[src/rtl/core/blir_pkg.sv]
// ----------------------------------------------------------------------------
// blir_pkg
// Shared constants and types for the bounded ordered list block.
// ----------------------------------------------------------------------------
package blir_pkg;

	localparam int CAPACITY_DEF = 16;
	localparam int VALUE_W      = 32;
	localparam int OP_W         = 2;
	localparam int CNT_OUT_W    = 5;

	localparam logic [OP_W-1:0] OP_FRONT  = 2'd0;
	localparam logic [OP_W-1:0] OP_BACK   = 2'd1;
	localparam logic [OP_W-1:0] OP_REMOVE = 2'd2;

	typedef struct packed {
		logic                 ok;
		logic [CNT_OUT_W-1:0] removed_count;
		logic [CNT_OUT_W-1:0] length;
	} res_t;

endpackage

[src/rtl/core/blir_ram.sv]
// ----------------------------------------------------------------------------
// blir_ram
// Generic single-clock RAM: one write port, one read port, registered read.
// ----------------------------------------------------------------------------
module blir_ram #(
	parameter int WIDTH  = 32,
	parameter int DEPTH  = 16,
	parameter int ADDR_W = (DEPTH > 1) ? $clog2(DEPTH) : 1
) (
	input  logic              clk,
	input  logic              we,
	input  logic [ADDR_W-1:0] waddr,
	input  logic [WIDTH-1:0]  wdata,
	input  logic              re,
	input  logic [ADDR_W-1:0] raddr,
	output logic [WIDTH-1:0]  rdata
);

	logic [WIDTH-1:0] mem [DEPTH];

	always_ff @(posedge clk) begin
		if (we) begin
			mem[waddr] <= wdata;
		end
		if (re) begin
			rdata <= mem[raddr];
		end
	end

endmodule

[src/rtl/core/blir_seq.sv]
// ----------------------------------------------------------------------------
// blir_seq
// List sequencer: head/count registers, inserts, and the compacting remove
// walk over the entry RAM (read one entry a cycle, write back survivors).
// ----------------------------------------------------------------------------
module blir_seq #(
	parameter int CAPACITY = blir_pkg::CAPACITY_DEF
) (
	input  logic                          clk,
	input  logic                          arst_n,
	input  logic                          req_valid,
	output logic                          req_stall,
	input  logic [blir_pkg::OP_W-1:0]     operation,
	input  logic signed [blir_pkg::VALUE_W-1:0] value,
	output logic                          res_valid,
	input  logic                          res_ready,
	output blir_pkg::res_t                res
);

	localparam int SLOT_W  = $clog2(CAPACITY);
	localparam int COUNT_W = $clog2(CAPACITY + 1);
	localparam int SUM_W   = COUNT_W + 1;

	typedef enum logic [1:0] {
		S_IDLE,
		S_WALK,
		S_RESP
	} state_t;

	state_t                       state_q;
	logic [SLOT_W-1:0]            head_q;
	logic [COUNT_W-1:0]           cnt_q;
	logic [COUNT_W-1:0]           rpos_q;
	logic [COUNT_W-1:0]           kept_q;
	logic                         chk_s1;
	logic [blir_pkg::VALUE_W-1:0] match_q;
	blir_pkg::res_t               res_q;

	logic                         acc;
	logic                         not_full;
	logic                         rd_more;
	logic                         keep;
	logic [SLOT_W-1:0]            front_slot;
	logic                         we;
	logic [SLOT_W-1:0]            waddr;
	logic [blir_pkg::VALUE_W-1:0] wdata;
	logic                         re;
	logic [SLOT_W-1:0]            raddr;
	logic [blir_pkg::VALUE_W-1:0] rdata;

	function automatic logic [SLOT_W-1:0] slot_of(input logic [SLOT_W-1:0] head,
		input logic [COUNT_W-1:0] pos);
		logic [SUM_W-1:0] sum;
		logic [SUM_W-1:0] wrapped;
		sum = SUM_W'(head) + SUM_W'(pos);
		wrapped = (sum >= SUM_W'(CAPACITY)) ? sum - SUM_W'(CAPACITY) : sum;
		return wrapped[SLOT_W-1:0];
	endfunction

	function automatic logic [blir_pkg::CNT_OUT_W-1:0] fit_cnt(
		input logic [COUNT_W-1:0] x);
		logic [COUNT_W+blir_pkg::CNT_OUT_W-1:0] ext;
		ext = (COUNT_W + blir_pkg::CNT_OUT_W)'(x);
		return ext[blir_pkg::CNT_OUT_W-1:0];
	endfunction

	assign acc        = req_valid && (state_q == S_IDLE);
	assign req_stall  = (state_q != S_IDLE);
	assign not_full   = (cnt_q < COUNT_W'(CAPACITY));
	assign rd_more    = (state_q == S_WALK) && (rpos_q < cnt_q);
	assign keep       = chk_s1 && (rdata != match_q);
	assign front_slot = (head_q == '0) ? SLOT_W'(CAPACITY - 1) : head_q - SLOT_W'(1);
	assign res_valid  = (state_q == S_RESP);
	assign res        = res_q;

	always_comb begin
		we    = 1'b0;
		waddr = slot_of(head_q, kept_q);
		wdata = rdata;
		re    = rd_more;
		raddr = slot_of(head_q, rpos_q);
		if (state_q == S_WALK) begin
			we = keep;
		end else if (acc && not_full) begin
			case (operation)
				blir_pkg::OP_FRONT: begin
					we    = 1'b1;
					waddr = front_slot;
					wdata = value;
				end
				blir_pkg::OP_BACK: begin
					we    = 1'b1;
					waddr = slot_of(head_q, cnt_q);
					wdata = value;
				end
				default: begin
					we = 1'b0;
				end
			endcase
		end
	end

	always_ff @(posedge clk or negedge arst_n) begin
		if (!arst_n) begin
			state_q <= S_IDLE;
			head_q  <= '0;
			cnt_q   <= '0;
			rpos_q  <= '0;
			kept_q  <= '0;
			chk_s1  <= 1'b0;
			match_q <= '0;
			res_q   <= '0;
		end else begin
			unique case (state_q)
				S_IDLE: begin
					if (acc) begin
						res_q.removed_count <= '0;
						case (operation)
							blir_pkg::OP_FRONT: begin
								state_q  <= S_RESP;
								res_q.ok <= not_full;
								if (not_full) begin
									head_q       <= front_slot;
									cnt_q        <= cnt_q + COUNT_W'(1);
									res_q.length <= fit_cnt(cnt_q + COUNT_W'(1));
								end else begin
									res_q.length <= fit_cnt(cnt_q);
								end
							end
							blir_pkg::OP_BACK: begin
								state_q  <= S_RESP;
								res_q.ok <= not_full;
								if (not_full) begin
									cnt_q        <= cnt_q + COUNT_W'(1);
									res_q.length <= fit_cnt(cnt_q + COUNT_W'(1));
								end else begin
									res_q.length <= fit_cnt(cnt_q);
								end
							end
							blir_pkg::OP_REMOVE: begin
								match_q <= value;
								rpos_q  <= '0;
								kept_q  <= '0;
								chk_s1  <= 1'b0;
								state_q <= S_WALK;
							end
							default: begin
								state_q      <= S_RESP;
								res_q.ok     <= 1'b0;
								res_q.length <= fit_cnt(cnt_q);
							end
						endcase
					end
				end
				S_WALK: begin
					chk_s1 <= rd_more;
					if (rd_more) begin
						rpos_q <= rpos_q + COUNT_W'(1);
					end
					if (keep) begin
						kept_q <= kept_q + COUNT_W'(1);
					end
					if (!rd_more && !chk_s1) begin
						cnt_q               <= kept_q;
						res_q.ok            <= 1'b1;
						res_q.removed_count <= fit_cnt(cnt_q - kept_q);
						res_q.length        <= fit_cnt(kept_q);
						state_q             <= S_RESP;
					end
				end
				S_RESP: begin
					if (res_ready) begin
						state_q <= S_IDLE;
					end
				end
				default: begin
					state_q <= S_IDLE;
				end
			endcase
		end
	end

	blir_ram #(
		.WIDTH (blir_pkg::VALUE_W),
		.DEPTH (CAPACITY),
		.ADDR_W(SLOT_W)
	) u_entries (
		.clk  (clk),
		.we   (we),
		.waddr(waddr),
		.wdata(wdata),
		.re   (re),
		.raddr(raddr),
		.rdata(rdata)
	);

`ifndef SYNTHESIS
	a_no_rw_collision: assert property (@(posedge clk) disable iff (!arst_n)
		(we && re) |-> (waddr != raddr))
		else $error("entry RAM read and write hit the same slot");

	a_count_bound: assert property (@(posedge clk) disable iff (!arst_n)
		cnt_q <= COUNT_W'(CAPACITY))
		else $error("entry count above capacity");

	a_kept_behind_read: assert property (@(posedge clk) disable iff (!arst_n)
		(state_q == S_WALK) |-> (kept_q <= rpos_q))
		else $error("compaction write pointer passed read pointer");

	a_head_moves_on_front: assert property (@(posedge clk) disable iff (!arst_n)
		!$stable(head_q) |-> $past(acc && (operation == blir_pkg::OP_FRONT)))
		else $error("head moved without a front insert");
`endif

endmodule

[src/rtl/core/bounded_list_insert_remove.sv]
// ----------------------------------------------------------------------------
// bounded_list_insert_remove
// Ordered list of signed 32-bit values with fixed capacity, insert/remove-all.
// ----------------------------------------------------------------------------
// Usage:
//   Request channel (req_valid/req_stall, operation, value): a transaction is
//   taken when req_valid is high and req_stall is low. Operations: insert at
//   front, insert at back, remove every entry equal to value.
//   Response channel (rsp_valid/rsp_stall, ok, removed_count, length): one
//   transaction per request, in order.
//   An insert is registered in the sequencer's result register and then
//   moved to the output register. A remove walks the stored entries
//   through the entry RAM, one read a cycle with survivors written back
//   behind the read pointer, before its result is registered the same way.
//   The next request is taken the cycle after the result leaves the
//   sequencer, so requests are handled one at a time.
//   Reset empties the list at once (head and count cleared); the entry RAM is
//   not cleared.
//   A stalled response holds in the output register; one more result can
//   wait in the sequencer, after which req_stall stays high.
// ----------------------------------------------------------------------------
module bounded_list_insert_remove #(
	parameter int CAPACITY = blir_pkg::CAPACITY_DEF
) (
	input  logic                                 clk,
	input  logic                                 arst_n,
	input  logic                                 req_valid,
	output logic                                 req_stall,
	input  logic [blir_pkg::OP_W-1:0]            operation,
	input  logic signed [blir_pkg::VALUE_W-1:0]  value,
	output logic                                 rsp_valid,
	input  logic                                 rsp_stall,
	output logic                                 ok,
	output logic [blir_pkg::CNT_OUT_W-1:0]       removed_count,
	output logic [blir_pkg::CNT_OUT_W-1:0]       length
);

	logic           res_valid;
	logic           res_ready;
	blir_pkg::res_t res;
	logic           out_vld_q;
	blir_pkg::res_t out_q;

	assign res_ready = !out_vld_q || !rsp_stall;

	blir_seq #(
		.CAPACITY(CAPACITY)
	) u_seq (
		.clk      (clk),
		.arst_n   (arst_n),
		.req_valid(req_valid),
		.req_stall(req_stall),
		.operation(operation),
		.value    (value),
		.res_valid(res_valid),
		.res_ready(res_ready),
		.res      (res)
	);

	always_ff @(posedge clk or negedge arst_n) begin
		if (!arst_n) begin
			out_vld_q <= 1'b0;
		end else if (res_ready) begin
			out_vld_q <= res_valid;
		end
	end

	always_ff @(posedge clk) begin
		if (res_ready && res_valid) begin
			out_q <= res;
		end
	end

	assign rsp_valid     = out_vld_q;
	assign ok            = out_q.ok;
	assign removed_count = out_q.removed_count;
	assign length        = out_q.length;

endmodule

[config.mk]
export PLATFORM = sky130hd
export DESIGN_NAME = bounded_list_insert_remove
export DESIGN_NICKNAME = d
export VERILOG_FILES = /design/src/rtl/core/blir_pkg.sv /design/src/rtl/core/blir_ram.sv /design/src/rtl/core/blir_seq.sv /design/src/rtl/core/bounded_list_insert_remove.sv
export SDC_FILE = /design/constraint.sdc
export NUM_CORES = 1
export LEC_CHECK = 0
export CORE_UTILIZATION = 41
export CTS_CLUSTER_SIZE = 40
export DETAILED_ROUTE_END_ITERATION = 6
export DONT_BUFFER_PORTS = 1
export GPL_TIMING_DRIVEN = 1
export SLEW_MARGIN = 20
export SYNTH_ARGS = -nofsm -noshare
export SYNTH_HDL_FRONTEND = slang
export SYNTH_SLANG_ARGS = --single-unit
export TNS_END_PERCENT = 5
[constraint.sdc]
create_clock -name clk -period 5.9 [get_ports clk]
set_input_delay 0.295 -clock clk [delete_from_list [all_inputs] [get_ports clk]]
set_output_delay 0.295 -clock clk [all_outputs]
set_load 0.03 [all_outputs]
Word level (Yosys, flattened, before mapping):

Memory sizes are Yosys's and may differ from the RTL's. A register that Yosys moved wholly into a read port is not among the register bits.
Cells that the tools add are included.

* register bits: 77
* latch bits: 0
* bits in writable memories: 512
* memory bits (read-only): 0
* input port bits: 38
* output and inout port bits: 13
* memories kept: 1

* add/subtract/negate cells: 11
* multipliers: 0
* divide/modulo/power cells: 0
* $lt $le $gt $ge: 5
* eq/ne operators: 13
* shift-type cells: 0
* multiplexer cells: 39
* bitwise gates (word level): 0
* reductions and logical operators: 26

Memories
* u_seq.u_entries.mem: depth 16, bits a word 32, rd ports 1, clocked after Yosys merged registers in 1, wr ports 1, RTL line blir_ram.sv:19 `logic [WIDTH-1:0] mem [DEPTH];`

Operators by type and width (count)
* $mux 32: 3
* $mux 5: 8
* $pmux 5 s2: 4
* $ne 32x32->1: 1
* $mux 4: 6
* $mux 11: 2
* $pmux 11 s2: 1
* $reduce_and 4->1: 5
* $add 4x5->6: 3
* $ge 6x5->1 const B: 3
* $sub 4x1->4 const B: 4
* $add 5x1->5 const B: 3
* $reduce_and 3->1: 4
* $mux 2: 4
* $ne 2x1->1 const B: 4
* $ne 2x2->1 const B: 4
* $pmux 4 s2: 1
* $mux 1: 7
* $logic_and 1x1->1: 6
* $pmux 2 s3: 1
* $lt 5x5->1: 1
* $lt 5x5->1 const B: 1
* $sub 5x5->5: 1
* $eq 2x1->1 const B: 2
* 8 further kinds: 15

Longest topological paths before layout:

* depth in word-level cells: 7
* depth in mapped cells: 9

Hierarchy:

Synthesis repeated with hierarchy kept, for this count alone.

* cell total of the unflattened synthesis: 1329
* area total of the unflattened synthesis: 24873.9 sq um

By module, submodules not included
* blir_ram: instances 1, cells an instance 838, area an instance 20155.6 sq um, sequential area each 16335.7 sq um
* blir_seq: instances 1, cells an instance 476, area an instance 4340.4 sq um, sequential area each 1626.6 sq um
* bounded_list_insert_remove: instances 1, cells an instance 15, area an instance 377.9 sq um, sequential area each 355.3 sq um

Worst setup path before layout:

No wires, ideal clock.

* path kind: register to register
* from: register u_seq.head_q[1]
* to: memory u_seq.u_entries.mem[2][0], enable pin
* setup time: 0.502 ns
* arrival time: 4.809 ns
* data required time: 5.398 ns
* path slack: 0.590 ns
* stages on the path, launching flop included: 8
* path buffers: 0
* period minus slack after synthesis: 5.310 ns
* cells stage by stage: dfrtp_1 inv_1 ha_1 a21oi_1 o31ai_1 or2_2 a31o_2 nor4_1

* word-level cells in the longest chain between the ends: 6

Ends and longest elaborated chain
* start, declared: RTL line blir_seq.sv:31 `logic [SLOT_W-1:0] head_q;`
* start signal, assigned: RTL line blir_seq.sv:123 `head_q <= front_slot;`
* $add 4x5->6: RTL line blir_seq.sv:55 `sum = SUM_W'(head) + SUM_W'(pos);`
* $ge 6x5->1 / $sub 4x1->4 (equally long branches): RTL line blir_seq.sv:56 `wrapped = (sum >= SUM_W'(CAPACITY)) ? sum - SUM_W'(CAPACITY) : sum;`
* $mux 4: RTL line blir_seq.sv:56
* $pmux 4 s2: RTL line blir_seq.sv:85 `case (operation)`
* $mux 4: RTL line blir_seq.sv:84 `end else if (acc && not_full) begin`
* $mux 4 (*): RTL line blir_seq.sv:82 `if (state_q == S_WALK) begin`
* end, declared: RTL line blir_ram.sv:19

Every way passes the cells marked *; elsewhere a longest branch is shown, timed or not.

Final worst setup path:

* from: register u_seq.state_q[0]
* to: memory u_seq.u_entries.mem[9][14], enable pin

* word-level cells in the longest chain between the ends: 7

Ends and longest elaborated chain
* start, declared: RTL line blir_seq.sv:30 `state_t state_q;`
* start signal, assigned: RTL line blir_seq.sv:105 `state_q <= S_IDLE;`
* start signal, assigned: RTL line blir_seq.sv:120 `state_q <= S_RESP;`
* start signal, assigned: RTL line blir_seq.sv:131 `state_q <= S_RESP;`
* $logic_not 2->1: RTL line blir_seq.sv:67 `assign acc = req_valid && (state_q == S_IDLE);`
* $logic_and 1x1->1: RTL line blir_seq.sv:67
* $logic_and 1x1->1: RTL line blir_seq.sv:84
* $mux 1: RTL line blir_seq.sv:84
* $mux 1: RTL line blir_seq.sv:82
* $mux 1: RTL line blir_ram.sv:22 `if (we) begin`
* $mux 1 (implied by the code): RTL line blir_ram.sv:23 `mem[waddr] <= wdata;`

Several ways; a longest one is shown, not always the timed one.

==> out/metrics.csv <==
stage,metric,value,unit
run_status,status,"complete, no violations",
worst_setup_path,"Arr. time, crit path",3.99,ns
placement,IO buf count,0,
flow_run,max-cap violation count,0,
clock_network,clk buf depth,3,
timing,endpoints failing setup,0,
clock_network,cts bufs inserted,67,
hold_path,Hold Path Cell Cnt,4,
worst_setup_path,R2R cell count,5,
routing,DRC,0,
logic_synthesis,synthesized cell area,25300,µm²
clock_network,"Hold-fix buffers, CTS",36,
global_routing,largest net degree at the start of global routing,67,
timing,fin. max-slew vios,0,
hold_path,worst hold start,operation[1],
logic_synthesis,multiplexer share of the synthesized area,12.5,%
finish,"most common cell after layout, fill and taps aside",edfxtp_1,
worst_setup_path,critical path's top delay family,simple AND/OR/NAND/NOR gates,
die,Initial Util,41.7,%
routing,routed len/inst,24.9,µm
finish,"commonest non-fill, non-tap cells in the layout","555 x edfxtp_1, 279 x nand2_1, 128 x mux4_2",
worst_setup_path,crit-path max cell delay,0.92,ns
finish,layout cells sized above 1,19.2,%
die,die extent in y,250,µm
routing,Iter 0 DRT Violations,1248,
finish,# nets final,1595,
logic_synthesis,cell count after synthesis,1459,
worst_setup_path,WP buf/inv,1,
global_routing,total track usage,19.3,%
die,Ports,51,
clock_network,clock latency on the worst-skew pair,0.62,ns
clock_network,Post-CTS Setup Bufs,0,
logic_synthesis,distinct cell type count of the synthesized netlist,54,
worst_setup_path,R2R setup slack,2.14,ns
global_routing,vias in the first global route,13600,
finish,fin cells,2364,
placement,RD Place Congestion,0.781,
die,Die X,250,µm
global_routing,final global-route overflow total,0,
worst_setup_path,crit path from,u_seq.state_q[0],
worst_setup_path,FF-to-FF Start,u_seq.state_q[0],
routing,DR pass1 iterations,5,
timing,Setup TNS Final,0,ns
worst_setup_path,Crit Path Class,reg -> reg,
power_and_ir_drop,Worst VDD drop,486,µV
logic_synthesis,adder-cell share of the synthesized area,1.36,%
routing,routed wire length,58900,µm
power_and_ir_drop,leak pwr,9.85,nW
routing,post-route ant nets,0,
die,Core Region,60600,µm²
timing,Final Cycle Share,63.8,%
logic_synthesis,Synth Area in Simple Gates,6.75,%
logic_synthesis,yosys warns,0,
global_routing,first-pass GRT wire length,88900,µm
die,Die ar.,62600,µm²
worst_setup_path,Crit-path slowest cell,and3_2,
timing,RSZ-0062 raised after global routing,no,
die,Site Rows,90,
hold_path,Tightest Hold Check Type,in -> reg,
placement,placed cells,2209,
clock_network,Root Buffer,clkbuf_16,
logic_synthesis,Synth Area in Compound Gates,3.49,%
logic_synthesis,largest family of logic cells by synthesized area,multiplexers,
logic_synthesis,"FF+latch count, synth",621,
logic_synthesis,Post-Syn Area per Cell,17.3,µm²
finish,"Core Util, Final",47.6,%
clock_network,"Gates resized, CTS repair",0,
routing,DR vias,13200,
worst_setup_path,"critical path, cell by cell",nor2_1 > and3_2 > a31oi_1 > nor3_2 > buf_4,
timing,crit path time final,3.76,ns
worst_setup_path,Critical Path Source Type,flip-flop,
logic_synthesis,syn_nets,1522,
logic_synthesis,asr flop ratio synth,10.6,%
placement,dpl cell area,26400,µm²
clock_network,CTS tree,done,
worst_setup_path,reg-to-reg endpoint,u_seq.u_entries.mem[9][14],
clock_network,clock-pin slew on the worst setup and hold paths,0.06,ns
timing,Final Hold Fails,0,
timing,Rel. slew slack,27.5,%
logic_synthesis,Post-Synth XOR/XNOR Area,1.83,%
logic_synthesis,Synth Flop Type,edfxtp_1,
hold_path,Hold Path End,u_seq.cnt_q[3],
global_routing,antenna violations before repair,1,
clock_network,# H-tree levels,3,
finish,ant diodes,0,
worst_setup_path,Max Fanout on Critical Path,36,
timing,Worst Max-Slew Pin Slew,1.08,ns
logic_synthesis,number of synthesized flops with an enable pin,555,
finish,Syn-to-layout area delta,14.1,%
worst_setup_path,Setup crit end kind,flip-flop,
worst_setup_path,CP required,6.13,ns
timing,fmax,266,MHz
timing,Worst Skew,0.0445,ns
power_and_ir_drop,power density over the cells,634,nW/µm²
clock_network,TritonCTS Sinks,621,
logic_synthesis,sequential fraction of the synthesis area,72.5,%
placement,HPWL Detailed,32000,µm
finish,Finished Cell Area,28800,µm²
routing,DR vias/cell,5.59,
## Yosys cell counts (all sizes together) (19+ instances only)
| library cell | instances | area [µm²] |
|---|---|---|
| edfxtp | 555 | 16700 |
| nand2 | 280 | 1050 |
| mux4 | 128 | 2880 |
| dfrtp | 66 | 1650 |
| xor2 | 37 | 324 |
| clkbuf | 36 | 135 |
| a211oi | 35 | 263 |
| and2 | 35 | 219 |
| a31oi | 34 | 213 |
| buf | 34 | 198 |
| a21oi | 23 | 119 |
| ha | 21 | 263 |
| nor3 | 20 | 128 |
| inv | 19 | 71.3 |
| nor2 | 19 | 73.8 |
## through the flow
| step | setup WS, ns | total power, mW | hold slack [ns] |
|---|---|---|---|
| after CTS | 2.12 | 18.5 | 0.0394 |
| after global routing | 1.92 | 19.3 | 0.0628 |
| final | 2.14 | 18.3 | 0.0755 |
| after detailed placement | 2.11 | 14.4 | 0.00321 |
| after global placement | 2.17 | 14.3 | 0.00238 |
| after floorplan | 0.590 | 12.3 | -0.000591 |
## registers in the layout, summed over array words and instances, names as in the netlist
register               count
u_seq.u_entries.mem      512
u_seq.match_q             32
u_seq.u_entries.rdata     32
u_seq.res                 11
length                     5
removed_count              5
u_seq.cnt_q                5
u_seq.kept_q               5
u_seq.rpos_q               5
u_seq.head_q               4
u_seq.state_q              2
ok                         1
rsp_valid                  1
u_seq.chk_s1               1
## cells by family (layout without fill, tap and decap cells)
group | count (synthesis) | after routing
DFF | 621 | 621
and+or+nand+nor | 392 | 392
muxes | 150 | 150
AOI/OAI and AO/OA | 130 | 130
buffers and inverters | 89 | 212
xor gates and xnor gates | 52 | 52
adders and majority gates | 25 | 25
## worst max-delay path by stage
stage	end	slack [ns]	cells past startpoint
floorplan	u_seq.u_entries.mem[2][0]	0.59	7
global placement	u_seq.u_entries.mem[15][17]	2.17	5
detailed placement	u_seq.u_entries.mem[9][17]	2.11	5
CTS	u_seq.u_entries.mem[9][14]	2.12	5
global route	u_seq.u_entries.mem[9][14]	1.92	5
finish	u_seq.u_entries.mem[9][14]	2.14	5
## per-layer routing
layer	part of all wire (%)	vias to the layer above	track usage, %	wire length (µm)
li1	-	5789	-	-
met1	44	6948	26.7	26000
met2	48	387	30.9	28300
met4	2.4	2	5.63	1400
met5	0.022	-	0	13
met3	5.4	99	3.80	3160
## power breakdown
part	leakage [nW]	switching [mW]	internal, mW
Sequential	5.83	0.445	6.27
Combinational	3.01	4.44	3.15
Clock	1.01	1.71	2.28
Total	9.85	6.60	11.7
## final cells by class
cell class | count | area [µm²]
fillers | 5031 | 31800
flip-flops and latches | 621 | 18300
multi-input cells | 749 | 6690
clock buffers | 89 | 1820
well taps | 782 | 978
repair buffers | 74 | 688
clock inverters | 30 | 262
inverters | 19 | 71.3
## tightest hold or removal path, cell delays in order
cell	delay, ns
nor2b_1	0.03
a21oi_1	0.11
nor3_1	0.06
a2bb2oi_1	0.12
No activity file was read; power rests on OpenSTA's default activity.
